`src/hdl/activation_to_category_select_defines.svh`:
```
`ifndef ACTIVATION_TO_CATEGORY_SELECT_DEFINES_SVH
`define ACTIVATION_TO_CATEGORY_SELECT_DEFINES_SVH

// Checked property, sampled on clock, off while reset is high
`define ACTCAT_ASSERT(label, prop, msg) \
   label: assert property (@(posedge clock) disable iff (reset) prop) else $error(msg);

// Checked property of the form "pre gives post in the next cycle"
`define ACTCAT_ASSERT_NEXT(label, pre, post, msg) \
   label: assert property (@(posedge clock) disable iff (reset) pre |=> post) else $error(msg);

`endif

```
`src/hdl/actcat_pkg.sv`:
```
`default_nettype none

package actcat_pkg;

   // default sizing
   localparam int MAX_OUTPUTS_DEF = 64;
   localparam int ACT_WIDTH_DEF   = 16;

   // fixed field widths
   localparam int FRAC_W     = 16;
   localparam int CAT_W      = 6;
   localparam int CHOSEN_W   = 16;
   localparam int RSP_DATA_W = ((CAT_W + CHOSEN_W + 7) / 8) * 8;

   // configuration port
   localparam int NUM_W      = 7;
   localparam int CSR_ADDR_W = 1;
   localparam int CSR_DATA_W = 7;

   localparam logic [CSR_ADDR_W-1:0] REG_SELECT_MODE = 1'd0;
   localparam logic [CSR_ADDR_W-1:0] REG_NUM_OUTPUTS = 1'd1;

   localparam logic [NUM_W-1:0] NUM_OUTPUTS_RST = 7'd64;

   localparam logic MODE_ARGMAX     = 1'b0;
   localparam logic MODE_STOCHASTIC = 1'b1;

   // roulette walk sequencer
   typedef enum logic [2:0] {
      WALK_IDLE = 3'b001,
      WALK_MULT = 3'b010,
      WALK_SCAN = 3'b100
   } walk_state_type;

   typedef struct packed {
      logic busy;
      logic done;
   } walk_status_type;

endpackage

`default_nettype wire

```
`src/hdl/actcat_ram.sv`:
```
`default_nettype none

module actcat_ram #(
   parameter int WIDTH = 16,
   parameter int DEPTH = 64
) (
   input  wire logic                     clock,
   input  wire logic                     wr_en,
   input  wire logic [$clog2(DEPTH)-1:0] wr_addr,
   input  wire logic [WIDTH-1:0]         wr_data,
   input  wire logic                     rd_en,
   input  wire logic [$clog2(DEPTH)-1:0] rd_addr,
   output logic      [WIDTH-1:0]         rd_data
);

   logic [WIDTH-1:0] mem_ff [DEPTH];
   logic [WIDTH-1:0] rd_data_ff;

   // one write port, one registered read port
   always_ff @(posedge clock) begin
      if (wr_en) begin
         mem_ff[wr_addr] <= wr_data;
      end
      if (rd_en) begin
         rd_data_ff <= mem_ff[rd_addr];
      end
   end

   assign rd_data = rd_data_ff;

endmodule

`default_nettype wire

```
`src/hdl/actcat_walk.sv`:
```
`default_nettype none
`include "activation_to_category_select_defines.svh"

module actcat_walk #(
   parameter int MAX_OUTPUTS = actcat_pkg::MAX_OUTPUTS_DEF,
   parameter int ACT_WIDTH   = actcat_pkg::ACT_WIDTH_DEF
) (
   input  wire logic                                         clock,
   input  wire logic                                         reset,
   input  wire logic                                         start,
   input  wire logic [actcat_pkg::FRAC_W-1:0]                frac,
   input  wire logic [ACT_WIDTH+$clog2(MAX_OUTPUTS)-1:0]     total,
   input  wire logic [$clog2(MAX_OUTPUTS)-1:0]               last_idx,
   output logic                                              rd_en,
   output logic      [$clog2(MAX_OUTPUTS)-1:0]               rd_addr,
   input  wire logic [ACT_WIDTH-1:0]                         rd_data,
   output actcat_pkg::walk_status_type                       status,
   output logic      [$clog2(MAX_OUTPUTS)-1:0]               pick_idx,
   output logic      [ACT_WIDTH-1:0]                         pick_value
);

   localparam int IDX_W = $clog2(MAX_OUTPUTS);
   localparam int TOT_W = ACT_WIDTH + IDX_W;
   localparam int TGT_W = actcat_pkg::FRAC_W + TOT_W;

   actcat_pkg::walk_state_type state_ff, state_in;

   logic [actcat_pkg::FRAC_W-1:0] frac_ff, frac_in;
   logic [TOT_W-1:0]              total_ff, total_in;
   logic [IDX_W-1:0]              last_ff, last_in;
   logic [TGT_W-1:0]              target_ff, target_in;
   logic [IDX_W-1:0]              idx_ff, idx_in;
   logic [TOT_W-1:0]              running_ff, running_in;
   logic [TOT_W-1:0]              sum;
   logic                          hit;
   logic                          done;

   // shared adder and compare: one stored element per cycle
   assign sum = running_ff + TOT_W'(rd_data);
   assign hit = target_ff < {sum, {actcat_pkg::FRAC_W{1'b0}}};

   // sequencer
   always_comb begin
      state_in   = state_ff;
      frac_in    = frac_ff;
      total_in   = total_ff;
      last_in    = last_ff;
      target_in  = target_ff;
      idx_in     = idx_ff;
      running_in = running_ff;
      rd_en      = 1'b0;
      rd_addr    = IDX_W'(idx_ff + 1'b1);
      done       = 1'b0;
      case (state_ff)
         actcat_pkg::WALK_IDLE: begin
            if (start) begin
               frac_in  = frac;
               total_in = total;
               last_in  = last_idx;
               state_in = actcat_pkg::WALK_MULT;
            end
         end
         actcat_pkg::WALK_MULT: begin
            // threshold = fraction * row total, first entry fetched meanwhile
            target_in  = TGT_W'(frac_ff) * TGT_W'(total_ff);
            idx_in     = '0;
            running_in = '0;
            rd_en      = 1'b1;
            rd_addr    = '0;
            state_in   = actcat_pkg::WALK_SCAN;
         end
         actcat_pkg::WALK_SCAN: begin
            if (hit || (idx_ff == last_ff)) begin
               done     = 1'b1;
               state_in = actcat_pkg::WALK_IDLE;
            end else begin
               idx_in     = IDX_W'(idx_ff + 1'b1);
               running_in = sum;
               rd_en      = 1'b1;
            end
         end
         default: begin
            state_in = actcat_pkg::WALK_IDLE;
         end
      endcase
   end

   always_ff @(posedge clock) begin
      if (reset) begin
         state_ff <= actcat_pkg::WALK_IDLE;
      end else begin
         state_ff <= state_in;
      end
      frac_ff    <= frac_in;
      total_ff   <= total_in;
      last_ff    <= last_in;
      target_ff  <= target_in;
      idx_ff     <= idx_in;
      running_ff <= running_in;
   end

   assign status.busy = (state_ff != actcat_pkg::WALK_IDLE);
   assign status.done = done;
   assign pick_idx    = idx_ff;
   assign pick_value  = rd_data;

   `ACTCAT_ASSERT(a_scan_in_row, (state_ff == actcat_pkg::WALK_SCAN) |-> (idx_ff <= last_ff), "walk index past row end")
   `ACTCAT_ASSERT(a_start_idle, start |-> (state_ff == actcat_pkg::WALK_IDLE), "walk started while busy")
   `ACTCAT_ASSERT_NEXT(a_done_idle, done, (state_ff == actcat_pkg::WALK_IDLE), "walk did not return to idle")

endmodule

`default_nettype wire

```
`src/hdl/activation_to_category_select.sv`:
```
// Winner-take-all mode: one element per cycle while no earlier result waits at a row's
//   last beat; the result is registered on that beat. Stochastic mode: after the last beat
//   a multiply forms the threshold while the first entry is fetched, then a walk over
//   the single read port of the row memory up to the picked index k registers the result.
// Reset (synchronous, active high) clears counters, sequencer and the output valid flag,
//   sets select_mode to 0 and num_outputs to 64; the row memory is not cleared.
`default_nettype none
`include "activation_to_category_select_defines.svh"

module activation_to_category_select #(
   parameter int MAX_OUTPUTS = actcat_pkg::MAX_OUTPUTS_DEF,
   parameter int ACT_WIDTH   = actcat_pkg::ACT_WIDTH_DEF
) (
   input  wire logic                                                       clock,
   input  wire logic                                                       reset,
   // req_tdata: activation_value, random_fraction, zero pad
   input  wire logic                                                       req_tvalid,
   output logic                                                            req_tready,
   input  wire logic [((ACT_WIDTH+actcat_pkg::FRAC_W+7)/8)*8-1:0]          req_tdata,
   // rsp_tdata: category_index, chosen_activation, zero pad
   output logic                                                            rsp_tvalid,
   input  wire logic                                                       rsp_tready,
   output logic      [actcat_pkg::RSP_DATA_W-1:0]                          rsp_tdata,
   input  wire logic                                                       csr_we,
   input  wire logic [actcat_pkg::CSR_ADDR_W-1:0]                          csr_addr,
   input  wire logic [actcat_pkg::CSR_DATA_W-1:0]                          csr_wdata
);

   localparam int IDX_W = $clog2(MAX_OUTPUTS);
   localparam int CNT_W = $clog2(MAX_OUTPUTS + 1);
   localparam int TOT_W = ACT_WIDTH + IDX_W;

   logic                          mode_ff, mode_in;
   logic [actcat_pkg::NUM_W-1:0]  num_ff, num_in;
   logic [CNT_W-1:0]              count_ff, count_in;
   logic [ACT_WIDTH-1:0]          best_ff, best_in;
   logic [IDX_W-1:0]              bpos_ff, bpos_in;
   logic [TOT_W-1:0]              total_ff, total_in;
   logic                          rsp_valid_ff, rsp_valid_in;
   logic [IDX_W-1:0]              rsp_idx_ff, rsp_idx_in;
   logic [ACT_WIDTH-1:0]          rsp_act_ff, rsp_act_in;

   logic [CNT_W-1:0]              len;
   logic [CNT_W-1:0]              last_pos;
   logic [CNT_W-1:0]              pos;
   logic                          is_last;
   logic                          accept;
   logic [ACT_WIDTH-1:0]          act;
   logic [actcat_pkg::FRAC_W-1:0] frac;
   logic [ACT_WIDTH-1:0]          nbest;
   logic [IDX_W-1:0]              nbpos;
   logic [TOT_W-1:0]              ntot;
   logic                          walk_start;

   logic                          rd_en;
   logic [IDX_W-1:0]              rd_addr;
   logic [ACT_WIDTH-1:0]          rd_data;
   actcat_pkg::walk_status_type   walk_status;
   logic [IDX_W-1:0]              walk_idx;
   logic [ACT_WIDTH-1:0]          walk_value;

   assign act  = req_tdata[ACT_WIDTH-1:0];
   assign frac = req_tdata[ACT_WIDTH +: actcat_pkg::FRAC_W];

   // effective row length: 0 acts as 1, clamp to the memory depth
   always_comb begin
      if (num_ff == '0) begin
         len = CNT_W'(1);
      end else if (int'(num_ff) > MAX_OUTPUTS) begin
         len = CNT_W'(MAX_OUTPUTS);
      end else begin
         len = CNT_W'(num_ff);
      end
   end

   assign last_pos = CNT_W'(len - 1'b1);
   assign pos      = (count_ff >= len) ? last_pos : count_ff;
   assign is_last  = (pos == last_pos);

   // hold off every beat during a walk, and a row-closing beat while the previous result is still waiting
   assign req_tready = !walk_status.busy && !(rsp_valid_ff && is_last);
   assign accept     = req_tvalid && req_tready;
   assign walk_start = accept && is_last && (mode_ff == actcat_pkg::MODE_STOCHASTIC);

   // running maximum and sum
   always_comb begin
      if (pos == '0) begin
         nbest = act;
         nbpos = '0;
         ntot  = TOT_W'(act);
      end else begin
         nbest = (act > best_ff) ? act : best_ff;
         nbpos = (act > best_ff) ? pos[IDX_W-1:0] : bpos_ff;
         ntot  = total_ff + TOT_W'(act);
      end
   end

   // next state of row tracking, configuration and output register
   always_comb begin
      mode_in      = mode_ff;
      num_in       = num_ff;
      count_in     = count_ff;
      best_in      = best_ff;
      bpos_in      = bpos_ff;
      total_in     = total_ff;
      rsp_valid_in = rsp_valid_ff;
      rsp_idx_in   = rsp_idx_ff;
      rsp_act_in   = rsp_act_ff;

      if (csr_we) begin
         case (csr_addr)
            actcat_pkg::REG_SELECT_MODE: mode_in = csr_wdata[0];
            actcat_pkg::REG_NUM_OUTPUTS: num_in  = csr_wdata[actcat_pkg::NUM_W-1:0];
            default: ;
         endcase
      end

      if (accept) begin
         if (is_last) begin
            count_in = '0;
            best_in  = '0;
            bpos_in  = '0;
            total_in = '0;
         end else begin
            count_in = CNT_W'(pos + 1'b1);
            best_in  = nbest;
            bpos_in  = nbpos;
            total_in = ntot;
         end
      end

      if (rsp_valid_ff && rsp_tready) begin
         rsp_valid_in = 1'b0;
      end
      if (walk_status.done) begin
         rsp_valid_in = 1'b1;
         rsp_idx_in   = walk_idx;
         rsp_act_in   = walk_value;
      end else if (accept && is_last && (mode_ff == actcat_pkg::MODE_ARGMAX)) begin
         rsp_valid_in = 1'b1;
         rsp_idx_in   = nbpos;
         rsp_act_in   = nbest;
      end
   end

   always_ff @(posedge clock) begin
      if (reset) begin
         mode_ff      <= actcat_pkg::MODE_ARGMAX;
         num_ff       <= actcat_pkg::NUM_OUTPUTS_RST;
         count_ff     <= '0;
         best_ff      <= '0;
         bpos_ff      <= '0;
         total_ff     <= '0;
         rsp_valid_ff <= 1'b0;
      end else begin
         mode_ff      <= mode_in;
         num_ff       <= num_in;
         count_ff     <= count_in;
         best_ff      <= best_in;
         bpos_ff      <= bpos_in;
         total_ff     <= total_in;
         rsp_valid_ff <= rsp_valid_in;
      end
      rsp_idx_ff <= rsp_idx_in;
      rsp_act_ff <= rsp_act_in;
   end

   assign rsp_tvalid = rsp_valid_ff;
   assign rsp_tdata  = actcat_pkg::RSP_DATA_W'({actcat_pkg::CHOSEN_W'(rsp_act_ff),
                                                 actcat_pkg::CAT_W'(rsp_idx_ff)});

   // row memory
   actcat_ram #(
      .WIDTH (ACT_WIDTH),
      .DEPTH (MAX_OUTPUTS)
   ) u_row_ram (
      .clock   (clock),
      .wr_en   (accept),
      .wr_addr (pos[IDX_W-1:0]),
      .wr_data (act),
      .rd_en   (rd_en),
      .rd_addr (rd_addr),
      .rd_data (rd_data)
   );

   // roulette walk
   actcat_walk #(
      .MAX_OUTPUTS (MAX_OUTPUTS),
      .ACT_WIDTH   (ACT_WIDTH)
   ) u_walk (
      .clock      (clock),
      .reset      (reset),
      .start      (walk_start),
      .frac       (frac),
      .total      (ntot),
      .last_idx   (pos[IDX_W-1:0]),
      .rd_en      (rd_en),
      .rd_addr    (rd_addr),
      .rd_data    (rd_data),
      .status     (walk_status),
      .pick_idx   (walk_idx),
      .pick_value (walk_value)
   );

   `ACTCAT_ASSERT(a_no_beat_in_walk, walk_status.busy |-> !req_tready, "beat taken during walk")
   `ACTCAT_ASSERT(a_walk_rsp_free, walk_status.done |-> !rsp_valid_ff, "walk result overwrites pending result")
   `ACTCAT_ASSERT(a_count_bound, int'(count_ff) < MAX_OUTPUTS, "element count past row depth")

endmodule

`default_nettype wire
```
`config.mk`:
```
export PLATFORM = sky130hd
export DESIGN_NAME = activation_to_category_select
export DESIGN_NICKNAME = d
export VERILOG_FILES = /design/src/hdl/actcat_pkg.sv /design/src/hdl/actcat_ram.sv /design/src/hdl/actcat_walk.sv /design/src/hdl/activation_to_category_select.sv
export VERILOG_INCLUDE_DIRS = /design/src /design/src/hdl
export SDC_FILE = /design/constraint.sdc
export NUM_CORES = 2
export LEC_CHECK = 0
export ABC_AREA = 0
export ABC_CLOCK_PERIOD_IN_PS = 9500
export BUFFER_PORTS_ARGS = -buffer_cell sky130_fd_sc_hd__buf_2
export CAP_MARGIN = 20
export CORE_UTILIZATION = 40
export CTS_CLUSTER_DIAMETER = 40
export DETAILED_ROUTE_END_ITERATION = 10
export PLACE_DENSITY = 0.64
export RECOVER_POWER = 100
export SLEW_MARGIN = 15
export SYNTH_ARGS = -nofsm -noshare
export SYNTH_HDL_FRONTEND = slang
export SYNTH_SLANG_ARGS = --single-unit
export TNS_END_PERCENT = 1
```
`constraint.sdc`:
```
create_clock -name clock -period 9.5 [get_ports clock]
set_clock_uncertainty 0.15 [all_clocks]
set_input_delay 1.425 -clock clock [delete_from_list [all_inputs] [get_ports clock]]
set_output_delay 1.425 -clock clock [all_outputs]
set_load 0.05 [all_outputs]
```
## After elaboration in Yosys (flattened, before gate mapping)

Memory sizes are Yosys's and may differ from the RTL's. A register that Yosys moved wholly into a read port is not among the register bits.
Cells that the tools add are included.

- Register bits after elaboration: 195
- Latch bits: 0
- Bits in writable memories: 1,024
- ROM bits: 0
- Input port bits: 45
- Output and inout port bits: 26
- Memories kept: 1

Memory list:

| name | words | bits a word | read ports | clocked after Yosys merged registers in | write ports | RTL line | source |
|---|---|---|---|---|---|---|---|
| u_row_ram.mem_ff | 64 | 16 | 1 | 1 | 1 | actcat_ram.sv:16 | `logic [WIDTH-1:0] mem_ff [DEPTH];` |

- Add/sub/neg operators: 5
- $mul: 1
- Div/mod/pow operators: 0
- Order comparisons: 4
- Equality and inequality tests: 9
- Shift-type cells: 0
- Muxes and demuxes: 33
- Bitwise operators: 2
- Reductions and logical operators: 20

Operators with widths:

| kind | count |
|---|---|
| $mux W16 | 5 |
| $mux W22 | 3 |
| $add A22 B16 Y22 | 2 |
| $pmux W22 S2 | 1 |
| $mux W6 | 7 |
| $lt A38 B38 Y1 | 1 |
| $mul A16 B22 Y38 | 1 |
| $mux W7 | 4 |
| $gt A16 B16 Y1 | 1 |
| $logic_not A7 Y1 | 2 |
| $pmux W6 S2 | 1 |
| $reduce_and A2 Y1 | 5 |
| $pmux W3 S3 | 1 |
| $mux W1 | 8 |
| $add A7 B1 Y7 const B | 1 |
| $eq A7 B7 Y1 | 1 |
| $ge A7 B7 Y1 | 1 |
| $gt A7 B7 Y1 const B | 1 |
| $logic_and A1 B1 Y1 | 7 |
| $sub A7 B1 Y7 const B | 1 |
| $add A6 B1 Y6 const B | 1 |
| $eq A6 B6 Y1 | 1 |
| $mux W3 | 2 |
| $ne A2 B1 Y1 const B | 2 |
| 11 further kinds | 14 |

## Logic depth before layout (Yosys ltp)

- Word-level depth: 14
- Depth in mapped cells: 23
- Gate-level depth less buffers: 22

## Modules after synthesis

Synthesis repeated with hierarchy kept, for this count alone.

- Cells, all modules: 4,127
- Area total of the unflattened synthesis: 61,584.1 sq um

By module, submodules not included:

| module | instances | cells an instance | area each (sq um) | sequential area each (sq um) |
|---|---|---|---|---|
| actcat_ram | 1 | 1,829 | 40,202.3 | 31,230.0 |
| actcat_walk | 1 | 1,646 | 15,796.4 | 2,882.8 |
| activation_to_category_select | 1 | 652 | 5,585.4 | 1,861.8 |

## Worst setup path after synthesis

OpenSTA, ideal clock, no wires.

- Path type: reg-to-reg
- Start point: register u_walk.total_ff[19]
- End point: register u_walk.target_ff[37], data pin
- Setup time: 264 ps
- Arrival: 5,753 ps
- Path slack: 3,333 ps
- Stages on the path, launching flop included: 22
- Path through: edfxtp_1 > clkbuf_1 > nand2_1 > fa_1 > inv_1 > fa_1 > inv_1 > fa_1 > inv_1 > fa_1 > fa_1 > inv_1 > fa_1 > inv_1 > ha_1 > a211oi_1 > nor3b_1 > o41a_1 > a211oi_1 > o21ai_1 > a221oi_1 > xnor2_1

- Longest elaborated chain between the ends: 1

RTL lines:

| item | RTL line | source |
|---|---|---|
| start, declared | actcat_walk.sv:29 | `logic [TOT_W-1:0] total_ff, total_in;` |
| start signal, assigned | actcat_walk.sv:95 | `total_ff <= total_in;` |
| $mul A16 B22 Y38 | actcat_walk.sv:65 | `target_in = TGT_W'(frac_ff) * TGT_W'(total_ff);` |
| end signal, assigned | actcat_walk.sv:97 | `target_ff <= target_in;` |
| end, declared | actcat_walk.sv:31 | `logic [TGT_W-1:0] target_ff, target_in;` |

No other way between the ends.
A chain may end at the register's enable or synchronous reset.

## Worst setup path after layout

- Start point: register u_walk.state_ff[2]
- End point: register u_row_ram.rd_data_ff[14], in the netlist u_row_ram.rd_data[14], read port of u_row_ram.mem_ff, data pin

- Longest elaborated chain between the ends: 2

RTL lines:

| item | RTL line | source |
|---|---|---|
| start, declared | actcat_walk.sv:26 | `actcat_pkg::walk_state_type state_ff, state_in;` |
| start signal, assigned | actcat_walk.sv:90 | `state_ff <= actcat_pkg::WALK_IDLE;` |
| start signal, assigned | actcat_walk.sv:92 | `state_ff <= state_in;` |
| $eq A3 B3 Y1 / $eq A3 B2 Y1 (equally long branches) | actcat_walk.sv:54 | `case (state_ff)` |
| $pmux W1 S2 / $mux W6 (equally long branches) | actcat_walk.sv:54 |  |
| end, declared | actcat_ram.sv:17 | `logic [WIDTH-1:0] rd_data_ff;` |

Several ways; a longest one is shown, not always the timed one.

==> results.sh <==
export IMPL_fmax_ghz=0.125
export IMPL_place_hpwl_mm=110
export IMPL_max_slew_margin_rel=-1.69
export IMPL_ys_seq_area_frac=0.576
export IMPL_post_place_ws_ps=2530
export IMPL_fillCellCount=13700
export IMPL_synth_warnings=0
export IMPL_worst_slew_pin_slew_ps=4030
export IMPL_cts_hold_buffers=0
export IMPL_cts_setup_buffers=0
export IMPL_leakage_nw=25.6
export IMPL_gp_congestion=0.904
export IMPL_cts_tree="done"
export IMPL_clock_sinks=1219
export IMPL_cts_resized=0
export IMPL_ir_worst_vdd_mv=0.168
export IMPL_worst_slack_ps=1510
export IMPL_clk_pin_slew_ps=60
export IMPL_clockRootBuffer="clkbuf_16"
export IMPL_regArea_um2=36000
export IMPL_multiInputGateArea_um2=23800
export IMPL_grt_pass1_wl_mm=258
export IMPL_yosysTopAreaCell="edfxtp_1"
export IMPL_cp_required_ps=9800
export IMPL_cp_start_kind="flop"
export IMPL_synthCells=4981
export IMPL_row_count=144
export IMPL_nets=5548
export IMPL_cts_htree_levels=4
export IMPL_ys_seq_elements=1219
export IMPL_drv_slew=1383
export IMPL_syn_area_um2=62400
export IMPL_gr_total_overflow=0
export IMPL_synth_most_common_cell="edfxtp_1"
export IMPL_setup_viol=0
export IMPL_path_class="flop to flop"
export IMPL_initial_core_util=0.404
export IMPL_critPathMaxFanout=63
export IMPL_antenna_found_initial=13
export IMPL_numCtsBuffers=162
export IMPL_cts_buffer_depth=3
export IMPL_finalCritPeriodShare=0.841
export IMPL_drc=12
export IMPL_finalHoldViolCount=0
export IMPL_clk_latency_ps=800
export IMPL_cp_end_kind="flop"
export IMPL_critPathMaxStageDelay_ps=2390
export IMPL_violations="design-rule violations, max-capacitance violations, max-slew violations"
export IMPL_synth_top_area_frac=0.556
export IMPL_vias=41000
export IMPL_drtIter0Drc=4414
export IMPL_routed_wl_mm=175
export IMPL_critPathMostFrequentCell="clkbuf_1"
export IMPL_async_reset_ff_frac=0
export IMPL_synth_edf_count=1156
export IMPL_die_w_um=397
export IMPL_grt_total_usage=0.220
export IMPL_yosysUniqueCellTypes=89
export IMPL_drive_gt1_frac=0.0883
export IMPL_die_area_um2=158000
export IMPL_grt_max_degree=112
export IMPL_wl_per_cell_um=24.2
export IMPL_avgSynthCellArea_um2=12.5
export IMPL_min_path_type="flop to flop"
export IMPL_ios=71
export IMPL_io_buffers=68
export IMPL_synth_area_leaders="edfxtp_1, fa_1, nand2_1"
export IMPL_viasPerCell=5.68
export IMPL_ys_flop_type="edfxtp_1"
export IMPL_area_delta_synth_final_pct=12.6
export IMPL_worstPathCellList="or3b_2 > buf_12 > inv_4 > clkbuf_1 > clkbuf_1 > nor2_2 > clkbuf_1 > a211oi_1 > a21oi_1"
export IMPL_arrival_ps=8290
export IMPL_rsz0062_at_grt="false"
export IMPL_cap_violations=32
export IMPL_totalNegativeSetupSlack_ps=0
export IMPL_synth_common_cells="edfxtp_1, nand2_1, inv_1, fa_1, a21oi_1"
export IMPL_core_area_um2=154000
export IMPL_layout_min_cycle_time_ps=7990
export IMPL_p_per_area_nw_per_um2=189
export IMPL_grt_pass1_vias=40500
export IMPL_ant_nets=0
export IMPL_critPathSlowestCell="clkbuf_1"
export IMPL_detail_route_first_pass_iterations=9
export IMPL_dieHeight_um=397
export IMPL_status="finished with violations"
-- path summary, 6_finish.rpt --
path | from | to | slack (ps) | cells past startpoint
min reg2reg | bpos_ff[5] | bpos_ff[5] | 300 | 2
max | u_walk.state_ff[2] | u_row_ram.rd_data[14] | 1510 | 9
min | bpos_ff[5] | bpos_ff[5] | 300 | 2
max reg2reg | u_walk.state_ff[2] | u_row_ram.rd_data[14] | 1510 | 9
-- per-stage QoR --
stage	instances	total power, mW	util	hold WS [ps]	cell area, µm²
CTS	7214	13.4	0.458	305	70700
detailed placement	6912	7.29	0.422	295	65200
finish	7222	13.3	0.455	301	70300
global route	7220	13.7	0.455	322	70300
global placement	6912	7.27	0.422	284	65200
floorplan	4982	6.87	-	275	62400
-- layout make-up --
| cell class | instances | area share |
|---|---|---|
| sequential | 1219 | 0.512 |
| multi-input combinational | 3078 | 0.339 |
| clock buffer | 188 | 0.0598 |
| tap | 2044 | 0.0364 |
| inverter | 376 | 0.0201 |
| clock inverter | 114 | 0.0183 |
| timing repair buffer | 200 | 0.0146 |
| antenna | 3 | 0.000107 |
-- layout by cell type, fill, tap and decap left out, types with 63 or more instances in the layout --
cell type / netlist / routed
o221ai_1: 68 / 68
mux2_2: 74 / 66
edfxtp_1: 1156 / 1156
o21ai_0: 167 / 170
a211oi_1: 104 / 104
clkbuf_16: 0 / 163
nand3_1: 148 / 148
clkbuf_1: 224 / 150
nor2_1: 188 / 181
a21oi_1: 249 / 249
inv_1: 375 / 372
dfxtp_1: 63 / 63
nand2_1: 642 / 641
ha_1: 187 / 187
fa_1: 279 / 279
mux2i_1: 105 / 104
and2_1: 157 / 155
-- sequential cells by signal (all words and copies together), names as in the netlist, 7 cells and up --
register,cells
best_ff,16
count_ff,7
num_ff,7
rsp_act_ff,16
total_ff,22
u_row_ram.mem_ff,1024
u_row_ram.rd_data,16
u_walk.frac_ff,16
u_walk.running_ff,22
u_walk.target_ff,22
u_walk.total_ff,22
-- kinds of logic (layout without fill, tap and decap cells) --
logic type | Yosys count | after routing | synth area share
adders and majority gates | 466 | 466 | 0.127
muxes | 201 | 201 | 0.0381
buffers and inverters | 685 | 878 | 0.0429
DFF | 1219 | 1219 | 0.576
AOI/OAI and AO/OA | 952 | 952 | 0.102
other | 1 | 5 | 0.0000601
and+or+nand+nor | 1372 | 1372 | 0.102
xor gates and xnor gates | 85 | 85 | 0.0123
-- worst max-delay path: cells and delay by family, from the launching register on --
family,cells,cell delay [ps]
buf+inv,5,5370
compound gates,2,1090
simple gates,2,540
flops,1,350
-- metal layers --
layer,share of wire,track usage
met5,0.0012,0.00605
met1,0.40,0.288
met2,0.47,0.351
met3,0.090,0.0523
met4,0.036,0.0866
-- where the power goes --
group | internal [mW] | switching [mW] | total [mW] | leakage [nW]
combinational | 0.362 | 0.737 | 1.10 | 12.0
sequential | 6.03 | 0.0478 | 6.08 | 10.9
clock | 3.67 | 2.45 | 6.12 | 2.64
total | 10.1 | 3.24 | 13.3 | 25.6
(Power assumes the default switching activity.)
